===== config.mk =====
export PLATFORM = sky130hd
export DESIGN_NAME = big_cell
export DESIGN_NICKNAME = d
export VERILOG_FILES = /design/src/rtl/big_pkg.sv /design/src/rtl/big_cell.sv
export SDC_FILE = /design/constraint.sdc
export NUM_CORES = 1
export LEC_CHECK = 0
export BUFFER_PORTS_ARGS = -buffer_cell sky130_fd_sc_hd__buf_4
export CORE_ASPECT_RATIO = 0.5
export CORE_MARGIN = 5
export CORE_UTILIZATION = 35
export DETAILED_ROUTE_END_ITERATION = 10
export PLACE_DENSITY = 0.77
export SLEW_MARGIN = 5
export SYNTH_ARGS = -nofsm -noshare
export SYNTH_HDL_FRONTEND = slang
export SYNTH_SLANG_ARGS = --single-unit

===== constraint.sdc =====
create_clock -name aclk -period 5.95 [get_ports aclk]
set_input_delay 0.2975 -clock aclk [delete_from_list [all_inputs] [get_ports aclk]]
set_output_delay 0.2975 -clock aclk [all_outputs]
set_load 0.05 [all_outputs]

===== src/rtl/big_pkg.sv =====
// Shared constants for the broadcast index generator.
`default_nettype none
package big_pkg;
    localparam int RANK_DEF       = 4;
    localparam int DIM_BITS_DEF   = 12;
    localparam int INDEX_BITS_DEF = 24;

    localparam int FIELD_W = 24;  // width of the index ports
    localparam int CFG_W   = 13;  // widest register
    localparam int SIZE_W  = 13;
    localparam int MASK_W  = 4;
    localparam int ADDR_W  = 3;
    localparam int CFG_DIMS = 4;  // dimensions that have size registers

    // register indexes
    localparam logic [ADDR_W-1:0] REG_DIM_OUTER  = 3'd0;
    localparam logic [ADDR_W-1:0] REG_DIM_SECOND = 3'd1;
    localparam logic [ADDR_W-1:0] REG_DIM_THIRD  = 3'd2;
    localparam logic [ADDR_W-1:0] REG_DIM_INNER  = 3'd3;
    localparam logic [ADDR_W-1:0] REG_MASK_A     = 3'd4;
    localparam logic [ADDR_W-1:0] REG_MASK_B     = 3'd5;

    // cell kinds
    localparam int CELL_DIV = 0;  // one quotient bit
    localparam int CELL_MUL = 1;  // coordinate times stride, next stride
    localparam int CELL_ACC = 2;  // add products, clear remainder
endpackage
`default_nettype wire


===== src/rtl/big_cell.sv =====
// One cell of the index chain: a division bit step, a multiply step or an add step.
`default_nettype none
module big_cell
    import big_pkg::*;
#(
    parameter int KIND       = CELL_DIV,
    parameter int DIM_BITS   = DIM_BITS_DEF,
    parameter int INDEX_BITS = INDEX_BITS_DEF
) (
    input  wire logic                  aclk,
    input  wire logic                  aresetn,
    input  wire logic                  en,
    input  wire logic [DIM_BITS:0]     dsize,
    input  wire logic                  mask_a,
    input  wire logic                  mask_b,
    input  wire logic                  in_valid,
    input  wire logic [INDEX_BITS-1:0] in_num,
    input  wire logic [DIM_BITS-1:0]   in_rem,
    input  wire logic [INDEX_BITS-1:0] in_acc_a,
    input  wire logic [INDEX_BITS-1:0] in_acc_b,
    input  wire logic [INDEX_BITS-1:0] in_str_a,
    input  wire logic [INDEX_BITS-1:0] in_str_b,
    input  wire logic [INDEX_BITS-1:0] in_prod_a,
    input  wire logic [INDEX_BITS-1:0] in_prod_b,
    output logic                       out_valid,
    output logic [INDEX_BITS-1:0]      out_num,
    output logic [DIM_BITS-1:0]        out_rem,
    output logic [INDEX_BITS-1:0]      out_acc_a,
    output logic [INDEX_BITS-1:0]      out_acc_b,
    output logic [INDEX_BITS-1:0]      out_str_a,
    output logic [INDEX_BITS-1:0]      out_str_b,
    output logic [INDEX_BITS-1:0]      out_prod_a,
    output logic [INDEX_BITS-1:0]      out_prod_b
);
    localparam int IB = INDEX_BITS;
    localparam int DW = DIM_BITS + 1;

    logic            valid_reg;
    logic [IB-1:0]   num_reg, num_next;
    logic [DIM_BITS-1:0] rem_reg, rem_next;
    logic [IB-1:0]   acc_a_reg, acc_a_next, acc_b_reg, acc_b_next;
    logic [IB-1:0]   str_a_reg, str_a_next, str_b_reg, str_b_next;
    logic [IB-1:0]   prod_a_reg, prod_a_next, prod_b_reg, prod_b_next;
    logic [DW-1:0]   r2;
    logic            ge;

    assign r2 = {in_rem, in_num[IB-1]};
    assign ge = (r2 >= dsize);

    always_comb begin
        num_next    = in_num;
        rem_next    = in_rem;
        acc_a_next  = in_acc_a;
        acc_b_next  = in_acc_b;
        str_a_next  = in_str_a;
        str_b_next  = in_str_b;
        prod_a_next = in_prod_a;
        prod_b_next = in_prod_b;
        if (KIND == CELL_DIV) begin
            // restoring division, one quotient bit
            num_next = (in_num << 1) | IB'(ge);
            rem_next = ge ? DIM_BITS'(r2 - dsize) : DIM_BITS'(r2);
        end else if (KIND == CELL_MUL) begin
            prod_a_next = mask_a ? '0 : IB'(IB'(in_rem) * in_str_a);
            prod_b_next = mask_b ? '0 : IB'(IB'(in_rem) * in_str_b);
            str_a_next  = mask_a ? in_str_a : IB'(in_str_a * IB'(dsize));
            str_b_next  = mask_b ? in_str_b : IB'(in_str_b * IB'(dsize));
        end else begin
            acc_a_next = in_acc_a + in_prod_a;
            acc_b_next = in_acc_b + in_prod_b;
            rem_next   = '0;
        end
    end

    always_ff @(posedge aclk) begin
        if (!aresetn) begin
            valid_reg <= 1'b0;
        end else if (en) begin
            valid_reg <= in_valid;
        end
    end

    always_ff @(posedge aclk) begin
        if (en) begin
            num_reg    <= num_next;
            rem_reg    <= rem_next;
            acc_a_reg  <= acc_a_next;
            acc_b_reg  <= acc_b_next;
            str_a_reg  <= str_a_next;
            str_b_reg  <= str_b_next;
            prod_a_reg <= prod_a_next;
            prod_b_reg <= prod_b_next;
        end
    end

    assign out_valid  = valid_reg;
    assign out_num    = num_reg;
    assign out_rem    = rem_reg;
    assign out_acc_a  = acc_a_reg;
    assign out_acc_b  = acc_b_reg;
    assign out_str_a  = str_a_reg;
    assign out_str_b  = str_b_reg;
    assign out_prod_a = prod_a_reg;
    assign out_prod_b = prod_b_reg;
endmodule
`default_nettype wire


# Yosys cells after proc, flatten, opt, wreduce, memory -nomap -nowiden
# Index checks and enable logic that the tools add are counted.
# totals
reg_bits	181
out_inout_bits	181
# op_classes
add_sub_neg	1
n_lt_le_gt_ge	1
muxes	1
bitwise_logic	1
# op_table
op	count
$or 24x1->24	1
$ge 13x13->1	1
$mux 12	1
$sub 12x12->12	1

# Depth between registers and ports, before layout
# Gate-level depths: netlist of run 1.
# logic_depth
ltp_word	2
mapped_depth	9

# Worst setup path after synthesis of run 1
# OpenSTA, ideal clock, no wires.
# synth_path
path_type	input to register
startpoint	input dsize[8]
endpoint	register rem_reg[10], in the netlist out_rem[10], data pin
arrival_time_ns	1.860
t_required_ns	5.690
setup_slack_ns	3.830
stages	7
cell_sequence	inv_1 > ha_1 > and3_1 > nand4_1 > a31o_1 > a31oi_4 > mux2_2
# synth_between
elab_chain_len	2
word_cells_on_any_way	3
classes_between	1 x add/sub; 1 x order compare; 1 x mux
# synth_rtl
item	line_no	text
from (decl)	big_cell.sv:13	input wire logic [DIM_BITS:0] dsize,
$sub 12x12->12 or $ge 13x13->1 (tied branches)	big_cell.sv:62, big_cell.sv:48	
$mux 12 *	big_cell.sv:62	rem_next = ge ? DIM_BITS'(r2 - dsize) : DIM_BITS'(r2);
via rem_next[10]	big_cell.sv:40	logic [DIM_BITS-1:0] rem_reg, rem_next;
to (signal assigned)	big_cell.sv:86	rem_reg <= rem_next;
to (decl)	big_cell.sv:40	
# Mark *: on every way through the listed nets, which the timed path passes. The rest lies on a longest branch.
# A chain may end at the register's enable or synchronous reset.

# Worst setup path in the final report of run 1
# layout_path
startpoint	input in_rem[6]
endpoint	register rem_reg[6], in the netlist out_rem[6], data pin
# layout_between
elab_chain_len	2
# layout_rtl
item	line_no	text
from (decl)	big_cell.sv:18	input wire logic [DIM_BITS-1:0] in_rem,
$ge 13x13->1	big_cell.sv:48	assign ge = (r2 >= dsize);
$mux 12	big_cell.sv:62	
via rem_next[6]	big_cell.sv:40	
# The timed path passes the listed nets, and every way through them passes these cells.

==> flow_summary_export.csv, run 1 <==
group,metric,value,unit
yosys,avgSynthCellArea,21.4,µm²
outcome,status,"finished clean",
setup_path,cpLargestDelayFamily,"compound AO/OA/AOI/OAI gates",
floorplanning,coreArea,17400,µm²
power_and_ir_drop,power_leakage,0.00425,µW
yosys,synthArstFlopShare,0,%
timing,setup_tns,0,ns
setup_path,critPathMaxFanout,19,
placed_design,portBuffers,377,
routing,detail-route-antenna-nets,0,
clocking,clk_latency,0.41,ns
yosys,synth_edf_count,180,
yosys,synth_fa_ha_area_share,2.93,%
setup_path,max_stage_delay,0.57,ns
floorplanning,die_w,199,µm
clocking,cts_resized,0,
setup_path,path_buf_inv,1,
grt,grt-ovfl-total,0,
yosys,ys.flop_type,"edfxtp_1",
grt,grt_max_degree,114,
timing,fin_skew,0,ns
routing,drc,0,
timing,final-hold-violation-count,0,
setup_path,crit_slowest_cell,"a31oi_4",
clocking,cts.sinks,181,
yosys,syn-instance-count,291,
timing,timing.hold.ws,0.0550,ns
timing,fmax,0.445,GHz
layout,fill_cells,1421,
floorplanning,die_area,20700,µm²
layout,n_antenna_cell,0,
layout,drive_gt1_share,60.6,%
yosys,yosys-mux-area-fraction,1.24,%
placed_design,hpwl,14.6,mm
routing,dr.first_iter.drc_count,266,
clocking,postCtsHoldBufs,0,
placed_design,place.gp.congestion,0.795,
setup_path,critPathKind,"in -> reg",
yosys,ys_seq_area_share,87.1,%
power_and_ir_drop,power,3350,µW
setup_path,crit_path_start_kind,"primary input",
routing,drt_first_pass_iters,4,
setup_path,end_kind,"flop",
clocking,htree_levels,4,
yosys,ys_ff_latch,181,
timing,timing.final.crit_share,37.8,%
routing,route.vias.total,4110,
flow_run,max_cap_violations,0,
yosys,yosys_warnings,0,
grt,grt_pass1_vias,4431,
floorplanning,ioPinCount,380,
floorplanning,rows,34,
clocking,clkTransAtPathRegs,0.07,ns
routing,routed_via_density,4.40,
yosys,synth_top_family_by_area,"compound AO/OA/AOI/OAI gates",
clocking,cts_buffer_depth,2,
yosys,synthesis.area,6230,µm²
layout,final_common_cell,"buf_4",
yosys,synth_cell_types,37,
layout,final_cell_mix,"buf_4 (377), edfxtp_1 (180), inv_1 (17), clkbuf_16 (17), ha_1 (13)",
power_and_ir_drop,vdd_drop_max,0.194,mV
clocking,cts_root_buffer,"clkbuf_16",
timing,drv_slew,0,
floorplanning,die_y,104,µm
layout,area_growth,58.7,%
grt,grt_pass1_wl,27.4,mm
timing,rsz0062_at_grt,"no",
grt,grt_antenna_before_repair,0,
floorplanning,start_util,35.7,%
clocking,cts_made_buffers,17,
yosys,syn_nets,504,
setup_path,required,6.11,ns
setup_path,crit_arrival,2.41,ns
yosys,synthSimpleGateAreaFrac,2.35,%
yosys,synth-compound-area-share,4.02,%
timing,tightestPinTransition,1.03,ns
layout,final_nets,900,
worst_hold_path,hold_path.class,"in -> reg",
timing,setup_violations,0,
routing,wirelength,18.6,mm
power_and_ir_drop,power_density,338,nW/µm²
timing,layout_setup_ws,3.70,ns
clocking,cts_tree,"built",
setup_path,path_cells,"buf_4, ha_1, and3_1, nand4_1, a31o_1, a31oi_4, mux2_2",
yosys,synth_xor_area_share,1.12,%
layout,seq_area,5430,µm²
placed_design,place_ws,3.26,ns
timing,fin_crit,2.25,ns
layout,multi_input_area,727,µm²
timing,max-slew-margin-rel,31.2,%
grt,track_usage,17.7,%
routing,wl_per_cell,19.9,µm
clocking,postCtsSetupRepairBufs,0,
[per-stage QoR]
step	utilization (%)	cells	instance area, µm²
after floorplan	-	291	6230
after global placement	53.6	902	9350
after detailed placement	53.6	902	9350
after CTS	56.7	934	9890
after global routing	56.7	934	9890
final	56.7	934	9890
[flip-flops by register name, indices dropped and copies added, names as in the netlist]
register	count
out_acc_a	24
out_acc_b	24
out_num	24
out_prod_a	24
out_prod_b	24
out_str_a	24
out_str_b	24
out_rem	12
out_valid	1
[cell families after synthesis]
kind of cell / count (synthesis)
AND/OR/NAND/NOR: 30
flip-flops: 181
XOR/XNOR: 8
multiplexers: 7
AO/OA/AOI/OAI: 32
adder cells (fa/ha/maj): 14
buffers and inverters: 19
[metal layers]
layer	part of all wire, %	vias to the layer above	GRT usage (%)	wire length (µm)
met4	2.0	0	5.76	365
met3	4.9	25	3.82	913
met5	0	-	0	0
met1	39	2043	21.8	7290
li1	-	1921	-	-
met2	54	121	30.9	9990
[report_power, final]
group | leakage, µW | total, µW | internal, µW | switching (µW)
logic | 0.00223 | 759 | 250 | 509
registers | 0.00177 | 1560 | 1520 | 35.0
clock network | 0.000250 | 1030 | 540 | 487
total | 0.00425 | 3350 | 2310 | 1030
[cell usage after synthesis (2+ instances only)]
cell type    n  area (µm²)
inv_1       17        63.8
nand3_1      3        15.0
nor2b_1      3        18.8
a21oi_1      5        25.0
or2_2        2        12.5
a21oi_2      4        35.0
a31o_2       2        17.5
xnor2_1      6        52.6
nand2b_1     2        12.5
nand2_1      5        18.8
ha_1        13         163
edfxtp_1   180        5410
nor2_1      10        37.5
a31oi_1      2        12.5
a21o_1       3        22.5
and3_1       3        18.8
o21ai_0      5        25.0
mux2_2       6        67.6
xor2_1       2        17.5
[final timing paths]
path	from	end	slack [ns]	cells after the start
max reg2reg	out_valid$_SDFFE_PN0P_	out_valid$_SDFFE_PN0P_	5.34	2
min	in_prod_a[2]	out_prod_a[2]$_DFFE_PP_	0.05	1
max	in_rem[6]	out_rem[6]$_DFFE_PP_	3.70	7
min reg2reg	out_valid$_SDFFE_PN0P_	out_valid$_SDFFE_PN0P_	0.54	2
[area by class of cell]
cell class                 count  area share [%]
clock buffer                  19            4.38
clock inverter                13            1.00
inverter                      18           0.683
multi-input combinational     91            7.35
sequential                   181            54.9
tap                          234            2.96
timing repair buffer         378            28.7
(Power assumes the default switching activity.)
==> run 2, diff against run 1 <==
--- a/config.mk
+++ b/config.mk
@@ -10,7 +10,7 @@
 export CORE_MARGIN = 5
 export CORE_UTILIZATION = 35
 export DETAILED_ROUTE_END_ITERATION = 10
-export PLACE_DENSITY = 0.77
+export PLACE_DENSITY = 0.8
 export SLEW_MARGIN = 5
 export SYNTH_ARGS = -nofsm -noshare
 export SYNTH_HDL_FRONTEND = slang
==> constraint.sdc (replaced) <==
create_clock -name aclk -period 2.01 [get_ports aclk]
set_input_delay 0.1005 -clock aclk [delete_from_list [all_inputs] [get_ports aclk]]
set_output_delay 0.1005 -clock aclk [all_outputs]
set_load 0.05 [all_outputs]
==> run 2 against run 1 <==
- core utilization is 12 points higher
- flip-flop and latch count stayed put
- largest power group unchanged
- largest cell class unchanged
- first-iteration DRC count is 12% lower
- final area is 21% higher
- combinational power grew to 3.5 times the previous value
- critical path type unchanged
- sequential power grew to 3.0 times the previous value
- register-to-register slack worse by 4.5 ns
- die area stayed put
- routed wire length is 21% higher
==> flow_summary_export.csv, run 2 (same netlist as run 1, synthesis figures left out) <==
group,metric,value,unit
worst_hold_path,hold_path.class,"in -> reg",
setup_path,critPathMaxFanout,6,
timing,fin_skew,0,ns
timing,fmax,0.517,GHz
flow_run,max_cap_violations,0,
routing,routed_via_density,4.45,
floorplanning,die_w,199,µm
clocking,cts_buffer_depth,2,
timing,fin_crit,1.93,ns
setup_path,crit_arrival,2.10,ns
layout,n_antenna_cell,0,
setup_path,crit_path_start_kind,"primary input",
layout,seq_area,5430,µm²
clocking,cts.sinks,181,
layout,final_cell_mix,"buf_4 (404), edfxtp_1 (180), dlygate4sd3_1 (177), inv_1 (17), clkbuf_16 (17)",
layout,area_growth,91.9,%
grt,track_usage,21.4,%
floorplanning,ioPinCount,380,
placed_design,hpwl,16.0,mm
layout,final_common_cell,"buf_4",
routing,route.vias.total,5080,
power_and_ir_drop,power_leakage,0.00517,µW
layout,multi_input_area,739,µm²
power_and_ir_drop,vdd_drop_max,0.567,mV
timing,timing.hold.ws,0.0337,ns
routing,wirelength,22.5,mm
power_and_ir_drop,power_density,878,nW/µm²
floorplanning,rows,34,
timing,tightestPinTransition,0.488,ns
outcome,status,"finished clean",
routing,drt_first_pass_iters,4,
clocking,htree_levels,4,
setup_path,critPathKind,"in -> reg",
grt,grt-ovfl-total,0,
routing,drc,0,
floorplanning,die_y,104,µm
clocking,clkTransAtPathRegs,0.07,ns
grt,grt_antenna_before_repair,0,
floorplanning,coreArea,17400,µm²
routing,wl_per_cell,19.7,µm
setup_path,r2r_setup_slack,0.84,ns
timing,max-slew-margin-rel,67.5,%
clocking,cts_root_buffer,"clkbuf_16",
grt,grt_pass1_vias,5684,
floorplanning,die_area,20700,µm²
setup_path,end_kind,"flop",
placed_design,portBuffers,377,
timing,setup_violations,0,
timing,final-hold-violation-count,0,
layout,fill_cells,1165,
layout,final_nets,1108,
grt,grt_pass1_wl,33.3,mm
setup_path,worstRegToRegCells,3,
timing,drv_slew,0,
timing,rsz0062_at_grt,"no",
placed_design,place.gp.congestion,0.842,
routing,detail-route-antenna-nets,0,
floorplanning,start_util,35.7,%
clocking,clk_latency,0.42,ns
layout,drive_gt1_share,50.2,%
timing,timing.final.crit_share,96.2,%
clocking,postCtsSetupRepairBufs,0,
setup_path,required,2.18,ns
timing,setup_tns,0,ns
clocking,cts_tree,"built",
worst_hold_path,min_path_cells,3,
clocking,cts_made_buffers,17,
routing,dr.first_iter.drc_count,233,
grt,grt_max_degree,49,
[run 2: cell count changes in the layout (fill, tap and decap cells not counted), sizes merged]
| cell | previous run | this run |
|---|---|---|
| buf | 378 | 409 |
| bufinv | 0 | 1 |
| clkinv | 5 | 6 |
| clkinvlp | 4 | 2 |
| dlygate4sd3 | 0 | 177 |
[run 2: through the flow]
| stage | worst slack [ns] | cell area (µm²) | utilization (%) | cells | power, µW |
|---|---|---|---|---|---|
| CTS | 0.0342 | 11900 | 68.5 | 1142 | 10500 |
| finish | 0.0770 | 12000 | 68.6 | 1142 | 10500 |
| detailed placement | -0.0771 | 9610 | 55.1 | 933 | 7060 |
| global route | 0.0352 | 12000 | 68.6 | 1142 | 10800 |
| global placement | -0.0589 | 9610 | 55.1 | 933 | 7010 |
| floorplan | 0.0871 | 6230 | - | 291 | 6010 |
[run 2: final cells by class]
| type | count | share of cell area, % |
|---|---|---|
| clock buffers | 19 | 3.62 |
| clock inverters | 13 | 1.03 |
| inverters | 18 | 0.565 |
| multi-input cells | 91 | 6.18 |
| flip-flops and latches | 181 | 45.4 |
| well taps | 234 | 2.45 |
| repair buffers | 586 | 40.8 |
[run 2: what timing repair did]
action                                  4_1_cts  5_1_grt
endpoints found under the hold margin       176        0
resized for setup                             0        3
endpoints found under the setup margin        0        4
hold buffers                                177        0
[run 2: routing by layer]
metal | up-vias | GRT usage, % | routed length [µm] | part of all wire, %
met5 | - | 0 | 0 | 0
met4 | 0 | 5.95 | 358 | 1.6
met3 | 30 | 4.66 | 1040 | 4.6
met2 | 133 | 41.0 | 12800 | 57
met1 | 2579 | 23.9 | 8350 | 37
li1 | 2338 | - | - | -
[run 2: power breakdown]
part	total [µW]	internal, µW	switching [µW]	leakage, µW
Sequential	4620	4510	112	0.00177
Combinational	2670	1040	1630	0.00313
Clock	3200	1730	1470	0.000268
Total	10500	7280	3220	0.00517
[run 2: path summary, 6_finish.rpt]
kind / from / to
hold reg to reg: out_valid$_SDFFE_PN0P_ / out_valid$_SDFFE_PN0P_
setup / recovery: in_rem[9] / out_rem[6]$_DFFE_PP_
setup reg to reg: out_valid$_SDFFE_PN0P_ / out_valid$_SDFFE_PN0P_
hold / removal: in_rem[0] / out_rem[1]$_DFFE_PP_
[run 2: worst max-delay path, stage by stage]
cell,delay (ns)
dlygate4sd3_1,0.55
buf_4,0.16
ha_4,0.27
nand4_1,0.10
a31o_1,0.23
a31oi_4,0.19
buf_6,0.16
mux2_2,0.34
